--- config.mk ---
export PLATFORM = sky130hd
export DESIGN_NAME = stereo_fade_gain_ramp_core_flat
export DESIGN_NICKNAME = d
export VERILOG_FILES = /design/src/sfg_pkg.sv /design/src/sfg_in_if.sv /design/src/sfg_out_if.sv /design/src/sfg_ctrl.sv /design/src/sfg_dp.sv /design/src/stereo_fade_gain_ramp_core.sv /design/src/flat_wrapper.sv
export VERILOG_INCLUDE_DIRS = /design/src /design/src/src
export SDC_FILE = /design/constraint.sdc
export NUM_CORES = 2
export LEC_CHECK = 0
export ABC_CLOCK_PERIOD_IN_PS = 9500
export BUFFER_PORTS_ARGS = -buffer_cell sky130_fd_sc_hd__buf_4
export CAP_MARGIN = 20
export CELL_PAD_IN_SITES_DETAIL_PLACEMENT = 1
export CELL_PAD_IN_SITES_GLOBAL_PLACEMENT = 1
export CORE_MARGIN = 2
export CORE_UTILIZATION = 45
export CTS_CLUSTER_SIZE = 20
export DETAILED_ROUTE_END_ITERATION = 16
export PLACE_DENSITY_LB_ADDON = 0.2
export SYNTH_ARGS = -nofsm -noshare
export SYNTH_HDL_FRONTEND = slang
export SYNTH_SLANG_ARGS = --single-unit
--- constraint.sdc ---
create_clock -name clk -period 9.5 [get_ports clk]
set_clock_uncertainty 0.05 [all_clocks]
set_input_delay 1.425 -clock clk [delete_from_list [all_inputs] [get_ports clk]]
set_output_delay 1.425 -clock clk [all_outputs]
set_load 0.05 [all_outputs]
--- src/stereo_fade_gain_ramp_core_assert.svh ---
// assertion macros for the stereo fade gain ramp datapath
// needs clk and rst_n in the including module's scope
`ifndef STEREO_FADE_GAIN_RAMP_CORE_ASSERT_SVH
`define STEREO_FADE_GAIN_RAMP_CORE_ASSERT_SVH

// consequent checked in the same cycle
`define SFG_ASSERT_SAME(label, ante, cons) \
    label: assert property (@(posedge clk) disable iff (!rst_n) (ante) |-> (cons)) \
        else $error("sfg assertion failed");

// consequent checked in the cycle after the antecedent
`define SFG_ASSERT_NEXT(label, ante, cons) \
    label: assert property (@(posedge clk) disable iff (!rst_n) (ante) |=> (cons)) \
        else $error("sfg assertion failed");

`endif

--- src/sfg_pkg.sv ---
// shared types and constants for the stereo fade gain ramp block
// no dependencies
`timescale 1ns / 1ps

package sfg_pkg;

    localparam int SMP_W   = 16;
    localparam int DUR_W   = 15;
    localparam int RATE_W  = 16;
    localparam int LEVEL_W = 25;
    localparam int STEP_W  = 32;
    localparam int GAIN_W  = 16;
    localparam int PROD_W  = 31;
    localparam int DIVR_W  = 26;
    localparam int QUO_W   = 31;
    localparam int CNT_W   = 5;

    localparam logic [LEVEL_W-1:0]   LEVEL_MAX    = 25'h1FF_FFFF;
    localparam logic [QUO_W-1:0]     STEP_NUM     = 31'h4000_0000;
    localparam logic [RATE_W-1:0]    RATE_RESET   = 16'd44100;
    localparam logic signed [12:0]   DECAY_MUL    = 13'sh0F00;
    localparam logic [CNT_W-1:0]     DIV_TOP_BIT  = 5'd30;

    typedef enum logic [1:0] {
        OP_SAMPLE   = 2'd0,
        OP_UNDERRUN = 2'd1,
        OP_FADE     = 2'd2,
        OP_FLUSH    = 2'd3
    } op_t;

    typedef enum logic [2:0] {
        S_IDLE,
        S_SAMP,
        S_FADE,
        S_EMIT,
        S_MULD,
        S_DSET,
        S_DIV,
        S_DEND
    } state_t;

    typedef enum logic [1:0] {
        GM_PASS,
        GM_MUTE,
        GM_RAMP
    } gain_mode_t;

    typedef struct packed {
        logic load;
        logic clear;
        logic samp;
        logic fade;
        logic emit;
        logic mul_rate;
        logic div_init;
        logic div_step;
        logic step_wr;
    } ctrl_cmd_t;

    typedef struct packed {
        logic dur_zero;
        logic div_zero;
        logic div_last;
        logic out_free;
    } dp_status_t;

endpackage

--- src/sfg_in_if.sv ---
// input channel of the stereo fade gain ramp block: valid/ready plus item fields
// no dependencies
`timescale 1ns / 1ps

interface sfg_in_if;
    logic              valid;
    logic              ready;
    logic [1:0]        op;
    logic signed [15:0] left_in;
    logic signed [15:0] right_in;
    logic signed [14:0] fade_duration;

    modport source (output valid, output op, output left_in, output right_in,
                    output fade_duration, input ready);
    modport sink (input valid, input op, input left_in, input right_in,
                  input fade_duration, output ready);
endinterface

--- src/sfg_out_if.sv ---
// result channel of the stereo fade gain ramp block: valid/ready plus item fields
// no dependencies
`timescale 1ns / 1ps

interface sfg_out_if;
    logic              valid;
    logic              ready;
    logic signed [15:0] left_out;
    logic signed [15:0] right_out;
    logic              fading;

    modport source (output valid, output left_out, output right_out, output fading,
                    input ready);
    modport sink (input valid, input left_out, input right_out, input fading,
                  output ready);
endinterface

--- src/sfg_ctrl.sv ---
// controller state machine of the stereo fade gain ramp block
// depends on sfg_pkg
`timescale 1ns / 1ps

module sfg_ctrl (
    input  logic                   clk,
    input  logic                   rst_n,
    input  logic                   in_valid,
    input  logic [1:0]             in_op,
    output logic                   in_ready,
    input  sfg_pkg::dp_status_t    sts,
    output sfg_pkg::ctrl_cmd_t     cmd
);

    sfg_pkg::state_t state_reg;
    sfg_pkg::state_t state_next;
    sfg_pkg::op_t    op_sel;

    assign op_sel = sfg_pkg::op_t'(in_op);

    always_ff @(posedge clk or negedge rst_n)
    begin
        if (!rst_n)
        begin
            state_reg <= sfg_pkg::S_IDLE;
        end
        else
        begin
            state_reg <= state_next;
        end
    end

    always_comb
    begin
        state_next = state_reg;
        cmd        = '0;
        in_ready   = 1'b0;
        case (state_reg)
            sfg_pkg::S_IDLE:
            begin
                in_ready = 1'b1;
                if (in_valid)
                begin
                    cmd.load = 1'b1;
                    if (op_sel inside {sfg_pkg::OP_SAMPLE, sfg_pkg::OP_UNDERRUN})
                    begin
                        state_next = sfg_pkg::S_SAMP;
                    end
                    else if (op_sel == sfg_pkg::OP_FADE)
                    begin
                        state_next = sfg_pkg::S_MULD;
                    end
                    else
                    begin
                        cmd.clear = 1'b1;
                    end
                end
            end
            sfg_pkg::S_SAMP:
            begin
                cmd.samp   = 1'b1;
                state_next = sfg_pkg::S_FADE;
            end
            sfg_pkg::S_FADE:
            begin
                cmd.fade   = 1'b1;
                state_next = sfg_pkg::S_EMIT;
            end
            sfg_pkg::S_EMIT:
            begin
                if (sts.out_free)
                begin
                    cmd.emit   = 1'b1;
                    state_next = sfg_pkg::S_IDLE;
                end
            end
            sfg_pkg::S_MULD:
            begin
                // zero duration leaves the ramp untouched
                if (sts.dur_zero)
                begin
                    state_next = sfg_pkg::S_IDLE;
                end
                else
                begin
                    cmd.mul_rate = 1'b1;
                    state_next   = sfg_pkg::S_DSET;
                end
            end
            sfg_pkg::S_DSET:
            begin
                cmd.div_init = 1'b1;
                state_next   = sfg_pkg::S_DIV;
            end
            sfg_pkg::S_DIV:
            begin
                // zero divisor keeps the full-scale numerator as the step
                if (sts.div_zero)
                begin
                    state_next = sfg_pkg::S_DEND;
                end
                else
                begin
                    cmd.div_step = 1'b1;
                    if (sts.div_last)
                    begin
                        state_next = sfg_pkg::S_DEND;
                    end
                end
            end
            sfg_pkg::S_DEND:
            begin
                cmd.step_wr = 1'b1;
                state_next  = sfg_pkg::S_IDLE;
            end
            default:
            begin
                state_next = sfg_pkg::S_IDLE;
            end
        endcase
    end

endmodule

--- src/sfg_dp.sv ---
// datapath of the stereo fade gain ramp block: gain state, multipliers, divider
// depends on sfg_pkg and stereo_fade_gain_ramp_core_assert.svh
`timescale 1ns / 1ps

`include "stereo_fade_gain_ramp_core_assert.svh"

module sfg_dp (
    input  logic                        clk,
    input  logic                        rst_n,
    input  sfg_pkg::ctrl_cmd_t          cmd,
    output sfg_pkg::dp_status_t         sts,
    input  logic                        cfg_we,
    input  logic [sfg_pkg::RATE_W-1:0]  cfg_wdata,
    input  logic [1:0]                  in_op,
    input  logic signed [sfg_pkg::SMP_W-1:0] in_left,
    input  logic signed [sfg_pkg::SMP_W-1:0] in_right,
    input  logic signed [sfg_pkg::DUR_W-1:0] in_dur,
    output logic                        out_valid,
    input  logic                        out_ready,
    output logic signed [sfg_pkg::SMP_W-1:0] out_left,
    output logic signed [sfg_pkg::SMP_W-1:0] out_right,
    output logic                        out_fading
);

    // control and architectural state
    logic [sfg_pkg::RATE_W-1:0]         rate_reg;
    logic [sfg_pkg::LEVEL_W-1:0]        level_reg;
    logic [sfg_pkg::LEVEL_W-1:0]        level_next;
    logic [sfg_pkg::STEP_W-1:0]         step_reg;
    logic [sfg_pkg::STEP_W-1:0]         step_next;
    logic                               active_reg;
    logic                               active_next;
    logic signed [sfg_pkg::SMP_W-1:0]   held_l_reg;
    logic signed [sfg_pkg::SMP_W-1:0]   held_r_reg;
    logic                               out_valid_reg;

    // payload registers
    sfg_pkg::op_t                       op_reg;
    logic signed [sfg_pkg::SMP_W-1:0]   l_in_reg;
    logic signed [sfg_pkg::SMP_W-1:0]   r_in_reg;
    logic signed [sfg_pkg::DUR_W-1:0]   dur_reg;
    logic signed [sfg_pkg::SMP_W-1:0]   smp_l_reg;
    logic signed [sfg_pkg::SMP_W-1:0]   smp_r_reg;
    logic signed [sfg_pkg::SMP_W-1:0]   prod_l_reg;
    logic signed [sfg_pkg::SMP_W-1:0]   prod_r_reg;
    sfg_pkg::gain_mode_t                mode_reg;
    sfg_pkg::gain_mode_t                mode_next;
    logic [sfg_pkg::PROD_W-1:0]         p_reg;
    logic                               neg_reg;
    logic [sfg_pkg::DIVR_W-1:0]         d_reg;
    logic [sfg_pkg::DIVR_W-1:0]         rem_reg;
    logic [sfg_pkg::QUO_W-1:0]          quo_reg;
    logic [sfg_pkg::CNT_W-1:0]          cnt_reg;
    logic signed [sfg_pkg::SMP_W-1:0]   out_l_reg;
    logic signed [sfg_pkg::SMP_W-1:0]   out_r_reg;
    logic                               out_fading_reg;

    // combinational datapath
    logic signed [28:0]                 dec_l_prod;
    logic signed [28:0]                 dec_r_prod;
    logic signed [sfg_pkg::SMP_W-1:0]   smp_l_next;
    logic signed [sfg_pkg::SMP_W-1:0]   smp_r_next;
    logic [sfg_pkg::GAIN_W-1:0]         gain;
    logic signed [32:0]                 mul_l;
    logic signed [32:0]                 mul_r;
    logic signed [33:0]                 lvl_sum;
    logic                               clamp_lo;
    logic                               clamp_hi;
    logic [sfg_pkg::DUR_W-1:0]          dur_mag;
    logic [sfg_pkg::PROD_W-1:0]         rate_prod;
    logic [31:0]                        p_round;
    logic [sfg_pkg::DIVR_W-1:0]         d_next;
    logic [sfg_pkg::DIVR_W:0]           trial;
    logic                               ge;
    logic [sfg_pkg::DIVR_W:0]           trial_sub;
    logic [sfg_pkg::STEP_W-1:0]         q_ext;
    logic signed [sfg_pkg::SMP_W-1:0]   emit_l;
    logic signed [sfg_pkg::SMP_W-1:0]   emit_r;

    // underrun decay by 15/16 with floor rounding
    assign dec_l_prod = held_l_reg * sfg_pkg::DECAY_MUL;
    assign dec_r_prod = held_r_reg * sfg_pkg::DECAY_MUL;
    assign smp_l_next = (op_reg == sfg_pkg::OP_UNDERRUN) ? dec_l_prod[27:12] : l_in_reg;
    assign smp_r_next = (op_reg == sfg_pkg::OP_UNDERRUN) ? dec_r_prod[27:12] : r_in_reg;

    // fade multiply, floor shift by 16 keeps the upper bits
    assign gain  = level_reg[sfg_pkg::LEVEL_W-1:9];
    assign mul_l = smp_l_reg * $signed({1'b0, gain});
    assign mul_r = smp_r_reg * $signed({1'b0, gain});

    always_comb
    begin
        if (rate_reg == '0)
        begin
            mode_next = sfg_pkg::GM_PASS;
        end
        else if (!active_reg)
        begin
            mode_next = (level_reg == '0) ? sfg_pkg::GM_MUTE : sfg_pkg::GM_PASS;
        end
        else
        begin
            mode_next = sfg_pkg::GM_RAMP;
        end
    end

    // level update, clamping only when the step overshoots a limit
    assign lvl_sum  = $signed({9'b0, level_reg}) + $signed({{2{step_reg[31]}}, step_reg});
    assign clamp_lo = step_reg[31] && lvl_sum[33];
    assign clamp_hi = !step_reg[31] && (lvl_sum > $signed({9'b0, sfg_pkg::LEVEL_MAX}));

    // divisor: rate * |ms| / 32, rounded toward minus infinity for fade-out
    assign dur_mag   = dur_reg[sfg_pkg::DUR_W-1] ? 15'(-dur_reg) : 15'(dur_reg);
    assign rate_prod = rate_reg * dur_mag;
    assign p_round   = {1'b0, p_reg} + 32'd31;
    assign d_next    = neg_reg ? p_round[30:5] : p_reg[30:5];

    // one restoring division bit per cycle
    assign trial     = {rem_reg, quo_reg[sfg_pkg::QUO_W-1]};
    assign ge        = trial >= {1'b0, d_reg};
    assign trial_sub = trial - {1'b0, d_reg};
    assign q_ext     = {1'b0, quo_reg};

    always_comb
    begin
        level_next  = level_reg;
        step_next   = step_reg;
        active_next = active_reg;
        if (cmd.clear)
        begin
            level_next  = '0;
            step_next   = '0;
            active_next = 1'b0;
        end
        else if (cmd.step_wr)
        begin
            step_next   = neg_reg ? 32'(-q_ext) : q_ext;
            active_next = 1'b1;
        end
        else if (cmd.fade && mode_next == sfg_pkg::GM_RAMP)
        begin
            if (clamp_lo)
            begin
                level_next  = '0;
                step_next   = '0;
                active_next = 1'b0;
            end
            else if (clamp_hi)
            begin
                level_next  = sfg_pkg::LEVEL_MAX;
                step_next   = '0;
                active_next = 1'b0;
            end
            else
            begin
                level_next = lvl_sum[sfg_pkg::LEVEL_W-1:0];
            end
        end
    end

    always_comb
    begin
        case (mode_reg)
            sfg_pkg::GM_RAMP:
            begin
                emit_l = prod_l_reg;
                emit_r = prod_r_reg;
            end
            sfg_pkg::GM_MUTE:
            begin
                emit_l = '0;
                emit_r = '0;
            end
            default:
            begin
                emit_l = smp_l_reg;
                emit_r = smp_r_reg;
            end
        endcase
    end

    always_ff @(posedge clk or negedge rst_n)
    begin
        if (!rst_n)
        begin
            rate_reg      <= sfg_pkg::RATE_RESET;
            level_reg     <= '0;
            step_reg      <= '0;
            active_reg    <= 1'b0;
            held_l_reg    <= '0;
            held_r_reg    <= '0;
            out_valid_reg <= 1'b0;
        end
        else
        begin
            if (cfg_we)
            begin
                rate_reg <= cfg_wdata;
            end
            level_reg  <= level_next;
            step_reg   <= step_next;
            active_reg <= active_next;
            if (cmd.clear)
            begin
                held_l_reg <= '0;
                held_r_reg <= '0;
            end
            else if (cmd.samp)
            begin
                held_l_reg <= smp_l_next;
                held_r_reg <= smp_r_next;
            end
            if (cmd.emit)
            begin
                out_valid_reg <= 1'b1;
            end
            else if (out_ready)
            begin
                out_valid_reg <= 1'b0;
            end
        end
    end

    always_ff @(posedge clk)
    begin
        if (cmd.load)
        begin
            op_reg   <= sfg_pkg::op_t'(in_op);
            l_in_reg <= in_left;
            r_in_reg <= in_right;
            dur_reg  <= in_dur;
        end
        if (cmd.samp)
        begin
            smp_l_reg <= smp_l_next;
            smp_r_reg <= smp_r_next;
        end
        if (cmd.fade)
        begin
            prod_l_reg <= mul_l[31:16];
            prod_r_reg <= mul_r[31:16];
            mode_reg   <= mode_next;
        end
        if (cmd.mul_rate)
        begin
            p_reg   <= rate_prod;
            neg_reg <= dur_reg[sfg_pkg::DUR_W-1];
        end
        if (cmd.div_init)
        begin
            d_reg   <= d_next;
            rem_reg <= '0;
            quo_reg <= sfg_pkg::STEP_NUM;
            cnt_reg <= sfg_pkg::DIV_TOP_BIT;
        end
        else if (cmd.div_step)
        begin
            rem_reg <= ge ? trial_sub[sfg_pkg::DIVR_W-1:0] : trial[sfg_pkg::DIVR_W-1:0];
            quo_reg <= {quo_reg[sfg_pkg::QUO_W-2:0], ge};
            cnt_reg <= cnt_reg - 5'd1;
        end
        if (cmd.emit)
        begin
            out_l_reg      <= emit_l;
            out_r_reg      <= emit_r;
            out_fading_reg <= active_reg;
        end
    end

    assign sts.dur_zero = (dur_reg == '0);
    assign sts.div_zero = (d_reg == '0);
    assign sts.div_last = (cnt_reg == '0);
    assign sts.out_free = !out_valid_reg || out_ready;

    assign out_valid  = out_valid_reg;
    assign out_left   = out_l_reg;
    assign out_right  = out_r_reg;
    assign out_fading = out_fading_reg;

    `SFG_ASSERT_SAME(a_idle_step_zero, !active_reg, step_reg == '0)
    `SFG_ASSERT_NEXT(a_held_only_on_item, !cmd.samp && !cmd.clear, $stable(held_l_reg) && $stable(held_r_reg))
    `SFG_ASSERT_SAME(a_emit_slot_free, cmd.emit, !out_valid_reg || out_ready)
    `SFG_ASSERT_SAME(a_div_nonzero, cmd.div_step, d_reg != '0)

endmodule

--- src/stereo_fade_gain_ramp_core.sv ---
// top level of the stereo fade gain ramp block: controller plus datapath
// depends on sfg_pkg, sfg_in_if, sfg_out_if, sfg_ctrl and sfg_dp
//
// usage:
//   samples  - input items: op (sample, underrun fill, start fade, flush), left and
//              right samples, signed fade duration in ms
//   results  - one output item per sample or underrun item: faded left and right
//              samples plus the fading flag; start fade and flush give none
//   cfg_we / cfg_wdata - write of the sample rate register, only while idle
// sequence:
//   sample and underrun items: after the item is taken, the sample, fade and emit
//   states run in turn; the next item is taken once the block is back in idle
//   start fade: busy through the multiply, the 31-step shift/subtract divider that
//   forms the per-sample step, and the step write; with a zero divisor no step runs;
//   zero duration returns to idle from the multiply state, step untouched
//   flush: done in the cycle it is taken
// reset: rate 44100 Hz, level zero so output is muted until a fade in,
//   no ramp running, held sample zero
// stall: a result waits in the output register; the next item is taken
//   meanwhile, and only the following result waits for that register to drain
`timescale 1ns / 1ps

module stereo_fade_gain_ramp_core (
    input  logic                       clk,
    input  logic                       rst_n,
    input  logic                       cfg_we,
    input  logic [sfg_pkg::RATE_W-1:0] cfg_wdata,
    sfg_in_if.sink                     samples,
    sfg_out_if.source                  results
);

    sfg_pkg::ctrl_cmd_t  cmd;
    sfg_pkg::dp_status_t sts;

    sfg_ctrl u_ctrl (
        .clk      (clk),
        .rst_n    (rst_n),
        .in_valid (samples.valid),
        .in_op    (samples.op),
        .in_ready (samples.ready),
        .sts      (sts),
        .cmd      (cmd)
    );

    sfg_dp u_dp (
        .clk        (clk),
        .rst_n      (rst_n),
        .cmd        (cmd),
        .sts        (sts),
        .cfg_we     (cfg_we),
        .cfg_wdata  (cfg_wdata),
        .in_op      (samples.op),
        .in_left    (samples.left_in),
        .in_right   (samples.right_in),
        .in_dur     (samples.fade_duration),
        .out_valid  (results.valid),
        .out_ready  (results.ready),
        .out_left   (results.left_out),
        .out_right  (results.right_out),
        .out_fading (results.fading)
    );

endmodule

--- src/flat_wrapper.sv ---
// flat-port wrapper written by rule: the top's interface ports become plain ports
module stereo_fade_gain_ramp_core_flat 
  (clk, rst_n, cfg_we, cfg_wdata, samples_valid, samples_op, samples_left_in, samples_right_in, samples_fade_duration, samples_ready, results_valid, results_left_out, results_right_out, results_fading, results_ready);
  sfg_in_if samples_i ();
  sfg_out_if results_i ();
  input  logic clk;
  input  logic rst_n;
  input  logic cfg_we;
  input  logic [sfg_pkg::RATE_W-1:0] cfg_wdata;
  input wire logic [$bits(samples_i.valid)-1:0] samples_valid;
  input wire logic [$bits(samples_i.op)-1:0] samples_op;
  input wire logic [$bits(samples_i.left_in)-1:0] samples_left_in;
  input wire logic [$bits(samples_i.right_in)-1:0] samples_right_in;
  input wire logic [$bits(samples_i.fade_duration)-1:0] samples_fade_duration;
  output wire logic [$bits(samples_i.ready)-1:0] samples_ready;
  output wire logic [$bits(results_i.valid)-1:0] results_valid;
  output wire logic [$bits(results_i.left_out)-1:0] results_left_out;
  output wire logic [$bits(results_i.right_out)-1:0] results_right_out;
  output wire logic [$bits(results_i.fading)-1:0] results_fading;
  input wire logic [$bits(results_i.ready)-1:0] results_ready;
  assign samples_i.valid = samples_valid;
  assign samples_i.op = samples_op;
  assign samples_i.left_in = samples_left_in;
  assign samples_i.right_in = samples_right_in;
  assign samples_i.fade_duration = samples_fade_duration;
  assign samples_ready = samples_i.ready;
  assign results_valid = results_i.valid;
  assign results_left_out = results_i.left_out;
  assign results_right_out = results_i.right_out;
  assign results_fading = results_i.fading;
  assign results_i.ready = results_ready;
  stereo_fade_gain_ramp_core u_core (.clk(clk), .rst_n(rst_n), .cfg_we(cfg_we), .cfg_wdata(cfg_wdata), .samples(samples_i), .results(results_i));
endmodule
# Yosys cells after proc, flatten, opt, wreduce, memory -nomap -nowiden

Index checks and enable logic that the tools add are counted.

Word-level logic and storage cells: 134
Output and inout bits: 35
Flip-flop bits (word level): 378

Add/sub/neg operators: 6
Equal/unequal tests: 18
Multiplexer cells: 55
Reduce and logical (&&, ||, !) cells: 22
Multipliers: 5
Magnitude comparators: 2

Operator list:

| operator                                                         | count |
|---|---|
| 2-to-1 mux 32 bit                                                | 6 |
| 2-to-1 mux 25 bit                                                | 5 |
| 2-to-1 mux 16 bit                                                | 6 |
| multiplier 16 x 17 -> 32 bit                                     | 2 |
| case mux 16 bit (2 select lines)                                 | 2 |
| 2-to-1 mux 26 bit                                                | 2 |
| multiplier 16 x 5 -> 20 bit (second input constant)              | 2 |
| adder 26 x 32 -> 33 bit                                          | 1 |
| greater-than comparator 33 x 26 -> 1 bit (second input constant) | 1 |
| negation 31 -> 32 bit                                            | 1 |
| adder 31 x 5 -> 31 bit (second input constant)                   | 1 |
| multiplier 16 x 15 -> 31 bit                                     | 1 |
| greater-or-equal comparator 27 x 26 -> 1 bit                     | 1 |
| logical NOT 26 bit                                               | 1 |
| subtractor 26 bit                                                | 1 |
| logical NOT 25 bit                                               | 1 |
| case mux 3 bit (8 select lines)                                  | 1 |
| 2-to-1 mux 1 bit                                                 | 21 |
| 2-to-1 mux 3 bit                                                 | 7 |
| logical NOT 16 bit                                               | 1 |
| logical NOT 15 bit                                               | 1 |
| 2-to-1 mux 15 bit                                                | 1 |
| negation 15 bit                                                  | 1 |
| equality test 3 bit (second input constant)                      | 4 |
| 21 further kinds                                                 | 37 |

# Longest topological paths before layout

Word-level depth: 9
Depth in mapped cells: 31
Gate-level depth less buffers: 29

# By module

From an unflattened synthesis, not the netlist that was laid out.

Cell total of the unflattened synthesis: 4,702
Area total of the unflattened synthesis: 45,498.6 um^2

Modules (own cells, without submodules):

| module   | cells each | times used | area each (um^2) | sequential area each (um^2) |
|---|---|---|---|---|
| sfg_dp   | 4,672      | 1          | 45,214.6         | 10,112.2 |
| sfg_ctrl | 30         | 1          | 284.0            | 75.1 |

# Worst setup path after synthesis

Ideal clock, no wire load.

Kind: reg2reg
Start: register u_core.u_dp.dur_reg[3] (netlist bit)
End: register u_core.u_dp.p_reg[30] (netlist bit), data pin
Stages on the path, launching flop included: 27
Library setup time: 260 ps
Arrival: 7,568 ps
Slack: 1,622 ps
Buffers on the path: 1
Clock period less this slack: 7,878 ps
Cell sequence: edfxtp_1 or4_1 or4_1 or4_1 nor2_1 clkbuf_1 nand2_1 fa_1 fa_1 inv_1 fa_1 fa_1 fa_1 inv_1 fa_1 inv_1 ha_1 a21o_1 a21oi_1 nand2_1 o22a_1 o41ai_1 o2111ai_1 a21oi_1 o21bai_1 a41oi_1 xnor2_1

Word-level cells in the longest chain between the ends: 3

Ends and longest elaborated chain:

| element                            | line          | RTL |
|---|---|---|
| from (decl)                        | sfg_dp.sv:41  | `logic signed [sfg_pkg::DUR_W-1:0] dur_reg;` |
| from (signal assigned)             | sfg_dp.sv:231 | `dur_reg <= in_dur;` |
| negation 15 bit                    | sfg_dp.sv:113 | `assign dur_mag = dur_reg[sfg_pkg::DUR_W-1] ? 15'(-dur_reg) : 15'(dur_reg);` |
| 2-to-1 mux 15 bit *                | sfg_dp.sv:113 |  |
| multiplier 16 x 15 -> 31 bit *     | sfg_dp.sv:114 | `assign rate_prod = rate_reg * dur_mag;` |
| net u_core.u_dp.rate_prod, one bit | sfg_dp.sv:70  | `logic [sfg_pkg::PROD_W-1:0] rate_prod;` |
| to (signal assigned)               | sfg_dp.sv:246 | `p_reg <= rate_prod;` |
| to (decl)                          | sfg_dp.sv:48  | `logic [sfg_pkg::PROD_W-1:0] p_reg;` |

The timed path passes the listed nets; every way through them passes the cells marked *.
A chain may end at the register's enable or synchronous reset.

# Final worst setup path

Same ends and word-level chain as after synthesis.

==> summary.txt <==
STA
  • Final setup TNS: 0 ps
  • Relative slew slack: 0.2027
  • Minimum clock period after layout: roughly 8400 ps
  • Final Cycle Share: 0.8804
  • Worst-margin pin slew: between 1000 and 1500 ps
  • Final Hold Fails: 0
  • RSZ-0062 raised after global routing: no
  • Fin. max-slew vios: 0
  • Achievable frequency: 0.1196 GHz
  • Setup violations, final: 0

Critical path
  • Cells on worst reg2reg path: 26
  • CP Class: reg -> reg
  • Worst Path Arrival: 8690 ps
  • Critical path peak fanout: 10
  • Critical path data required time: 9830 ps
  • Crit Reg-Reg Startpoint: u_core.u_dp.dur_reg[3]$_DFFE_PP_
  • R2R Path End: u_core.u_dp.p_reg[30]$_DFFE_PP_
  • R2R setup slack: 1140 ps
  • CP startpoint kind: flip-flop
  • Crit path capture type: flip-flop

Clocking
  • Hold_buf cts: 0
  • Worst-path clk slew: approximately 60 ps
  • Clock sink count: 378
  • Postcts setup bufs: 0
  • Clock Path Buffers: 3
  • H-tree depth reported by CTS: 2
  • CTS resizes: 0
  • Root Driver: clkbuf_16
  • CTS tree: yes
  • Clk_lat worst skew: 660 ps
  • CTS buffer count: 50

Floorplanning
  • Die X: 321.5 um
  • # IOs: about 110
  • Die area: 0.1034 sq mm
  • Core Area: 0.1000 sq mm
  • Die Y: 321.5 um
  • Initial Utilization: 0.4537
  • Cell Rows: 116

Finish
  • Syn-to-layout area delta: 8.885%
  • Multi-input gate area: 0.03111 sq mm
  • Nets: 5924
  • Most frequent cells in the layout: 864 x inv_1, 649 x nand2_1, 621 x fa_1, 447 x ha_1, 262 x and2_1
  • Layout cells sized above 1: 0.06776
  • Fillers: 11.27k
  • Max reg flops: 32
  • Reg area: 0.01019 sq mm
  • Commonest non-fill, non-tap cell in the layout: inv_1

Placed design
  • GPL Wtd Cong: 0.8449
  • Dpl hpwl: about 97000 um
  • Port-buffer cells: approximately 100

Min path
  • Hold Path Class: reg -> reg
  • Cells on Worst Hold Path: 2
  • Hold path startpoint: u_core.u_dp.rem_reg[25]$_SDFFE_PP0P_
  • Hold EP: u_core.u_dp.rem_reg[25]$_SDFFE_PP0P_

GRT
  • Initial antenna violation count: 4
  • First-pass GRT wire length: 204600 um
  • Vias in the first global route: 37.17k
  • Largest net degree at the start of global routing: 77
  • Gr usage total: 0.2536
  • Congestion Overflow GR: 0

Synthesis
  • Cells after synthesis: 4775
  • Post-synth EDFFs: 206
  • Top FF cell, synth: edfxtp_1
  • Syn Nets: ~5.9k
  • Async set or reset register ratio after synthesis: 0.2910
  • Seq/Total Area, Yosys: 0.2245
  • YS warnings: 0
  • Post-Syn Area per Cell: 9.502 sq um
  • Flops & latches, synth: between 300 and 400
  • Post-synth design cell area: 0.04537 sq mm
  • Netlist cell types: 85

Detailed routing
  • Starting DRT DRC Count: 1501
  • Via count: 33.20k
  • Routed WL: approximately 130000 um
  • Vias per inst: 5.421
  • DRT Pass-1 Iters: 5
  • Avg WL per Cell: 20.55 um
  • # DRC: 0
  • Final ANT Viol Nets: 0

Outcome
  • Status: completed

Job
  • # Max-Cap Violations: 0
logic make-up (layout without fill, tap and decap cells):
logic type               Yosys count  in the layout  synth area share
other                              0              1                 0
flip-flops                       378            378            0.2245
XOR/XNOR                         206            206           0.03977
adder cells (fa/ha/maj)         1069           1069            0.3976
AND/OR/NAND/NOR                 1383           1383            0.1481
buffers and inverters           1090           1141           0.09067
AO/OA/AOI/OAI                    625            625           0.09351
multiplexers                      24             24          0.005819
metrics by stage:
stage	cells	hold WS (ps)	utilization	setup WS (ps)	area [sq um]
after floorplan	4775	395.7	-	1622	45370
after global placement	6030	419.9	0.4755	1312	47550
after detailed placement	6030	420.6	0.4755	1139	47550
after CTS	6123	427.4	0.4938	1109	49380
after global routing	6125	452.9	0.4940	633.1	49400
final	6125	422.2	0.4940	1136	49400
worst max path at each step:
stage	from	end	slack (ps)	cells after the start
floorplan	u_core.u_dp.dur_reg[3]$_DFFE_PP_	u_core.u_dp.p_reg[30]$_DFFE_PP_	1620	26
global placement	u_core.u_dp.dur_reg[3]$_DFFE_PP_	u_core.u_dp.p_reg[30]$_DFFE_PP_	1310	25
detailed placement	u_core.u_dp.dur_reg[3]$_DFFE_PP_	u_core.u_dp.p_reg[30]$_DFFE_PP_	1140	26
CTS	u_core.u_dp.dur_reg[3]$_DFFE_PP_	u_core.u_dp.p_reg[30]$_DFFE_PP_	1110	26
global route	u_core.u_dp.dur_reg[3]$_DFFE_PP_	u_core.u_dp.p_reg[30]$_DFFE_PP_	630	26
finish	u_core.u_dp.dur_reg[3]$_DFFE_PP_	u_core.u_dp.p_reg[30]$_DFFE_PP_	1140	26
layout make-up:
type                       count  area share
multi-input combinational   3307      0.6298
sequential                   378      0.2063
inverter                     866     0.06580
tap                         1298     0.03287
clock buffer                  68     0.02963
timing repair buffer         182     0.02816
clock inverter                25    0.007370
antenna                        1  0.00005065
critical path: stages (launching register included):
cell       delay, ps
edfxtp_1         450
or4_1            600
or4_1            550
or4_1            440
nor2_1           470
buf_4            260
and2_1           150
fa_1             430
fa_1             470
fa_1             530
fa_1             430
fa_1             490
inv_1             50
fa_1             470
inv_1             40
ha_1             310
o21a_1           200
o21a_1           220
nand3_1           80
a21oi_1           60
o41ai_1          330
buf_4            190
o2111ai_1        120
a21oi_1          240
o21bai_1         110
a41oi_1          260
xnor2_1           90
Yosys cell counts (43+ instances only):
cell type / instances / area, sq um
nor2_1: 103 / 386.6
edfxtp_1: 206 / 6186
nand2_1: 649 / 2436
inv_1: 866 / 3251
dfxtp_1: 62 / 1241
nand3_1: 80 / 400.4
xnor2_1: 127 / 1112
and2_1: 263 / 1645
a21o_1: 73 / 548.0
a21oi_1: 135 / 675.7
o21ai_0: 104 / 520.5
clkbuf_1: 215 / 807.0
nor2b_1: 85 / 531.8
fa_1: 621 / 12430
ha_1: 448 / 5605
a22o_1: 43 / 376.6
xor2_1: 79 / 691.9
nand2b_1: 55 / 344.1
dfrtp_1: 104 / 2603
routing by layer:
metal | share of wire | vias to the layer above | GRT usage
met2 | 0.49 | 525 | 0.4378
met1 | 0.44 | 17147 | 0.3256
met4 | 0.037 | 0 | 0.08806
met5 | 0 | - | 0
li1 | - | 15314 | -
met3 | 0.039 | 218 | 0.03546
Power is not shown: default switching activity piles up to over one toggle a cycle in this logic, so the estimate is an artifact.
